--- src/hdl/bmsd_pkg.sv ---
// shared constants, types and helpers of the block mean symbol decoder
package bmsd_pkg;

  localparam int unsigned MaxBlocksAcross = 512;
  localparam int unsigned MaxBlockEdge    = 32;
  localparam int unsigned ColW   = $clog2(MaxBlocksAcross);
  localparam int unsigned SumW   = 18;
  localparam int unsigned AddrW  = 5;

  // register indexes
  localparam logic [2:0] RegLineWidth     = 3'd0;
  localparam logic [2:0] RegLineCount     = 3'd1;
  localparam logic [2:0] RegBlockEdge     = 3'd2;
  localparam logic [2:0] RegBlocksAcross  = 3'd3;
  localparam logic [2:0] RegDataBlockRows = 3'd4;
  localparam logic [2:0] RegSyncBlockRows = 3'd5;
  localparam logic [2:0] RegBitsPerBlock  = 3'd6;
  localparam logic [2:0] RegEdgeMargin    = 3'd7;

  typedef struct packed {
    logic [7:0]  pixel;
    logic        last_of_stream;
  } pix_t;

  typedef struct packed {
    logic [2:0]  symbol;
    logic [7:0]  block_mean;
    logic [8:0]  block_column;
    logic [11:0] data_row;
    logic        last_of_frame;
  } sym_t;

  // quantize a mean into 2, 4 or 8 levels
  function automatic logic [2:0] level_of(input logic [7:0] mean, input logic [1:0] mode);
    logic [2:0] lv;
    lv = 3'd0;
    if (mode == 2'd1) begin
      lv = (mean >= 8'd128) ? 3'd1 : 3'd0;
    end else if (mode == 2'd2) begin
      if (mean < 8'd43) lv = 3'd0;
      else if (mean < 8'd128) lv = 3'd1;
      else if (mean < 8'd213) lv = 3'd2;
      else lv = 3'd3;
    end else begin
      if (mean < 8'd18) lv = 3'd0;
      else if (mean < 8'd55) lv = 3'd1;
      else if (mean < 8'd91) lv = 3'd2;
      else if (mean < 8'd128) lv = 3'd3;
      else if (mean < 8'd164) lv = 3'd4;
      else if (mean < 8'd200) lv = 3'd5;
      else if (mean < 8'd237) lv = 3'd6;
      else lv = 3'd7;
    end
    return lv;
  endfunction

endpackage

--- src/hdl/bmsd_div.sv ---
// iterative restoring divider: floor(sum / divisor), clipped to 255
module bmsd_div
  import bmsd_pkg::*;
(
  input  logic            clk_i,
  input  logic            rst_ni,
  input  logic            start_i,
  input  logic [SumW-1:0] sum_i,
  input  logic [10:0]     div_i,
  output logic            done_o,
  output logic [7:0]      quot_o
);
  localparam int unsigned CntW = $clog2(SumW + 1);

  logic [SumW-1:0] quot_q, quot_d;
  logic [SumW:0]   rem_q, rem_d;
  logic [10:0]     dv_q;
  logic [CntW-1:0] cnt_q, cnt_d;
  logic            busy_q, busy_d, done_q, done_d;
  logic [SumW:0]   trial;

  // one quotient bit per cycle
  always_comb begin
    quot_d = quot_q;
    rem_d  = rem_q;
    cnt_d  = cnt_q;
    busy_d = busy_q;
    done_d = 1'b0;
    trial  = {rem_q[SumW-1:0], quot_q[SumW-1]};
    if (start_i) begin
      quot_d = sum_i;
      rem_d  = '0;
      cnt_d  = CntW'(SumW);
      busy_d = 1'b1;
    end else if (busy_q) begin
      if (trial >= {{(SumW-10){1'b0}}, dv_q}) begin
        rem_d  = trial - {{(SumW-10){1'b0}}, dv_q};
        quot_d = {quot_q[SumW-2:0], 1'b1};
      end else begin
        rem_d  = trial;
        quot_d = {quot_q[SumW-2:0], 1'b0};
      end
      cnt_d = cnt_q - 1'b1;
      if (cnt_q == CntW'(1)) begin
        busy_d = 1'b0;
        done_d = 1'b1;
      end
    end
  end

  always_ff @(posedge clk_i or negedge rst_ni) begin
    if (!rst_ni) begin
      busy_q <= 1'b0;
      done_q <= 1'b0;
      cnt_q  <= '0;
    end else begin
      busy_q <= busy_d;
      done_q <= done_d;
      cnt_q  <= cnt_d;
    end
  end

  always_ff @(posedge clk_i) begin
    quot_q <= quot_d;
    rem_q  <= rem_d;
    if (start_i) dv_q <= div_i;
  end

  assign done_o = done_q;
  assign quot_o = (quot_q > SumW'(255)) ? 8'd255 : quot_q[7:0];
endmodule

--- config.mk ---
export PLATFORM = sky130hd
export DESIGN_NAME = bmsd_div
export DESIGN_NICKNAME = d
export VERILOG_FILES = /design/src/hdl/bmsd_pkg.sv /design/src/hdl/bmsd_div.sv
export SDC_FILE = /design/constraint.sdc
export NUM_CORES = 1
export LEC_CHECK = 0
export ABC_AREA = 1
export BUFFER_PORTS_ARGS = -buffer_cell sky130_fd_sc_hd__buf_2
export CAP_MARGIN = 15
export CORE_MARGIN = 2
export CORE_UTILIZATION = 50
export DETAILED_ROUTE_END_ITERATION = 12
export PLACE_DENSITY = 0.73
export REMOVE_ABC_BUFFERS = 1
export SYNTH_ARGS = -nofsm -noshare
export SYNTH_HDL_FRONTEND = slang
export SYNTH_SLANG_ARGS = --single-unit
--- constraint.sdc ---
create_clock -name clk_i -period 1.8 [get_ports clk_i]
set_clock_uncertainty 0.05 [all_clocks]
set_input_delay 0.18 -clock clk_i [delete_from_list [all_inputs] [get_ports clk_i]]
set_output_delay 0.18 -clock clk_i [all_outputs]
set_load 0.01 [all_outputs]
==> summary.txt <==
Run status
  – Outcome: finished, violations left
  – Violated checks: negative setup slack

Placement
  – Port Buf Inserts: 40
  – Pre-CTS setup slack: -0.235 ns
  – GPL Wtd Cong: a little over 0.9
  – DP Cell Count: around 600
  – Area after DPL: 0.00393 mm²
  – DP Wirelength: between 5 and 6 mm

Floorplanning
  – I/O pins: 41
  – Core area: 0.00635 mm²
  – Die Ht: about 85 µm
  – Starting Density: about half
  – Die width: between 80 and 90 µm
  – Row count: 29
  – Die ar.: 0.00726 mm²

Layout
  – Share of cells above drive strength 1: 36.4%
  – Layout Cells excl Fill: 637
  – Fill count: 395
  – Cell area after layout: 0.00476 mm²
  – Antenna diodes: 0
  – Register area: 0.00141 mm²
  – Multi-input gate area: 0.00192 mm²
  – NumNets Final: 605
  – Fin util: 75.0%
  – P&R area growth vs syn: 44.5%

Global route
  – Initial antenna violation count: 0
  – First-pass GRT wire length: 15.3 mm
  – Gr usage total: 26.1%
  – Largest net degree at the start of global routing: 29
  – Vias in the first global route: approximately 3400
  – Gr ovfl total: 0

Power
  – P per Cell Area: 1540 mW/mm²
  – PnR Total Power: 7.33 mW
  – Worst vdd ir: 0.000744 V
  – LEAKAGE: approximately 2.4 nW

Routing
  – Vias: 3551
  – DRC Markers: 0
  – Drt first pass iters: 5
  – DR iter-0 viols: 400
  – Routed wire per std cell: 16.6 µm
  – Antenna Nets Post-Route: 0
  – Final WL: 10.6 mm
  – Vias per cell: 5.57

CTS
  – CTS root buffer: clkbuf_8
  – Htree depth: 2
  – Clock buffer count from CTS: 5
  – Clock insertion delay at the later pin of the skew report: 0.31 ns
  – Clock tree from TritonCTS: done
  – Worst-path clk slew: 0.09 ns
  – Sink Count: 54
  – Clock Tree Buf Depth: 2

Setup path
  – Worst path bufs/invs: 6
  – Worst-case reg-to-reg path depth: 15
  – Worst Setup SP: quot_q[17]
  – Crit path largest cell delay: 0.43 ns
  – Setup CP Type: reg -> reg
  – Crit path cell chain: inv_2 -> ha_4 -> buf_4 -> inv_1 -> nand2_2 -> nand3_2 -> inv_2 -> nor2_4 -> nor2_4 -> buf_6 -> buf_6 -> nand2_8 -> nand2_2 -> nand3_1 -> nand2_1
  – Worst flop-to-flop path endpoint: rem_q[8]
  – Crit path max fanout: 8
  – Critical Path End Type: register
  – R2r setup slk: -0.23 ns
  – Setup crit start kind: register
  – Largest delay share family, worst path: simple AND/OR/NAND/NOR gates
  – Worst EP required: roughly 2.0 ns
  – Worst R2R Start: quot_q[17]
  – CP max stage cell: edfxtp_1
  – WP data arrival: about 2.2 ns

Hold path
  – Hold Path Class: in -> reg
  – Hold path depth: 3
  – Min-delay src: sum_i[16]
  – Hold Path End: quot_q[16]

STA
  – Final setup fails: 27
  – Fmax: 492 MHz
  – Setup TNS Final: -3.28 ns
  – Worst hold slack: around 0.095 ns
  – Max-slew violations: 0
  – Final Hold Viols: 0
  – Setup slack after layout: -0.233 ns
  – Minimum clock period: 2.03 ns
  – Worst Max-Slew Pin Slew: 0.377 ns
  – RSZ-0062 raised after global routing: true
  – Final period util: 113%
  – Max-slew headroom: 74.9%

Synthesis
  – Area leader, netlist: edfxtp_1
  – Synthesized area per cell: 7.39 µm²
  – Ranking of synthesized cells by area: edfxtp_1 (26%), nand2_1 (16%), dfxtp_1 (11%), inv_1 (8.5%), nand3_1 (6.1%)
  – Synth top area share: about a quarter
  – Mapped Area: 0.00330 mm²
  – Sequential share of the synthesized area: approximately 43%
  – #FFs+latches synth: between 50 and 60
  – Mapped Cells: 446
  – YS warnings: 0
  – Cell variety after synth: 35

Run
  – Max Cap Violations: 0
## cell usage after synthesis (all sizes together)
cell type	n
ha	13
buf	7
and2	3
a31oi	1
nand2	147
xor2	1
a21boi	1
dfxtp	18
a21oi	12
fa	1
clkbuf	5
nor4	1
nor2	28
a22oi	1
nand4	6
inv	80
xnor2	6
edfxtp	29
dfrtp	7
o21ai	27
nand3	41
or2	1
nand3b	9
nor3	1
## timing repair
item | CTS | global route
hold endpoints to repair | 16 | 2
endpoints found under the setup margin | 27 | 27
hold buffers | 10 | 2
gates resized for setup | 40 | 73
setup buffers | 7 | 5
cloned | 2 | 0
pin swaps | 14 | 24
## power by group
part / switching (mW) / leakage (nW) / internal, mW
registers: 0.222 / 0.535 / 1.58
clock network: 0.407 / 0.0658 / 0.551
logic: 2.54 / 1.78 / 2.04
total: 3.17 / 2.38 / 4.17
## cell type report
cell class | instances | share of cell area (%)
flip-flops and latches | 54 | 29.5
inverters | 80 | 6.41
well taps | 77 | 2.02
clock buffers | 5 | 1.44
multi-input cells | 301 | 40.2
repair buffers | 117 | 19.0
clock inverters | 3 | 1.34
## registers in the layout (all words and copies together), names as in the netlist
signal / count
rem_q: 18
done_o: 1
busy_q: 1
dv_q: 11
cnt_q: 5
quot_q: 18
## cell families after synthesis
family	count (synthesis)	share of synthesized area, %
adders and majority gates	14	5.54
xor gates and xnor gates	7	1.86
DFF	54	42.7
and+or+nand+nor	237	31.8
AOI/OAI and AO/OA	42	7.02
buffers and inverters	92	11.1
## layer usage
layer	vias to the layer above	global-route usage (%)	share of wire [%]
met5	-	0	0
met4	0	11.0	4.7
met3	60	3.21	8.1
met2	216	45.0	49
met1	1636	33.1	38
li1	1639	-	-
## worst max-delay path by stage
| stage | end | slack (ns) | cells after the start |
|---|---|---|---|
| 2_1_floorplan | quot_q[0] | -0.09 | 2 |
| 3_3_place_gp | rem_q[12] | -0.13 | 14 |
| 3_5_place_dp | rem_q[16] | -0.24 | 14 |
| 4_1_cts | rem_q[8] | -0.08 | 14 |
| 5_1_grt | rem_q[8] | -0.30 | 13 |
| 6_report | rem_q[8] | -0.23 | 15 |
## placed cells by master, fill, tap and decap left out, types with 6 or more instances in the layout
master         count
nand3_2            8
buf_6             15
nand3_1           32
a21oi_1            7
nand4_1            6
inv_2             16
inv_1             63
o21ai_0           25
dfrtp_1            7
nand2_1          110
dfxtp_1           18
buf_4             55
nand2_2           24
xnor2_1            6
buf_2             32
nand3b_1           9
ha_4              11
nor2_1            21
dlygate4sd3_1     12
nand2_4           12
edfxtp_1          29
## worst register-to-register path: stages, from the launching register on
cell and delay, ns:
edfxtp_1 0.43, inv_2 0.10, ha_4 0.14, buf_4 0.11
inv_1 0.07, nand2_2 0.08, nand3_2 0.10, inv_2 0.10
nor2_4 0.04, nor2_4 0.15, buf_6 0.14, buf_6 0.11
nand2_8 0.09, nand2_2 0.07, nand3_1 0.11, nand2_1 0.10
No activity file was read; power rests on OpenSTA's default activity.
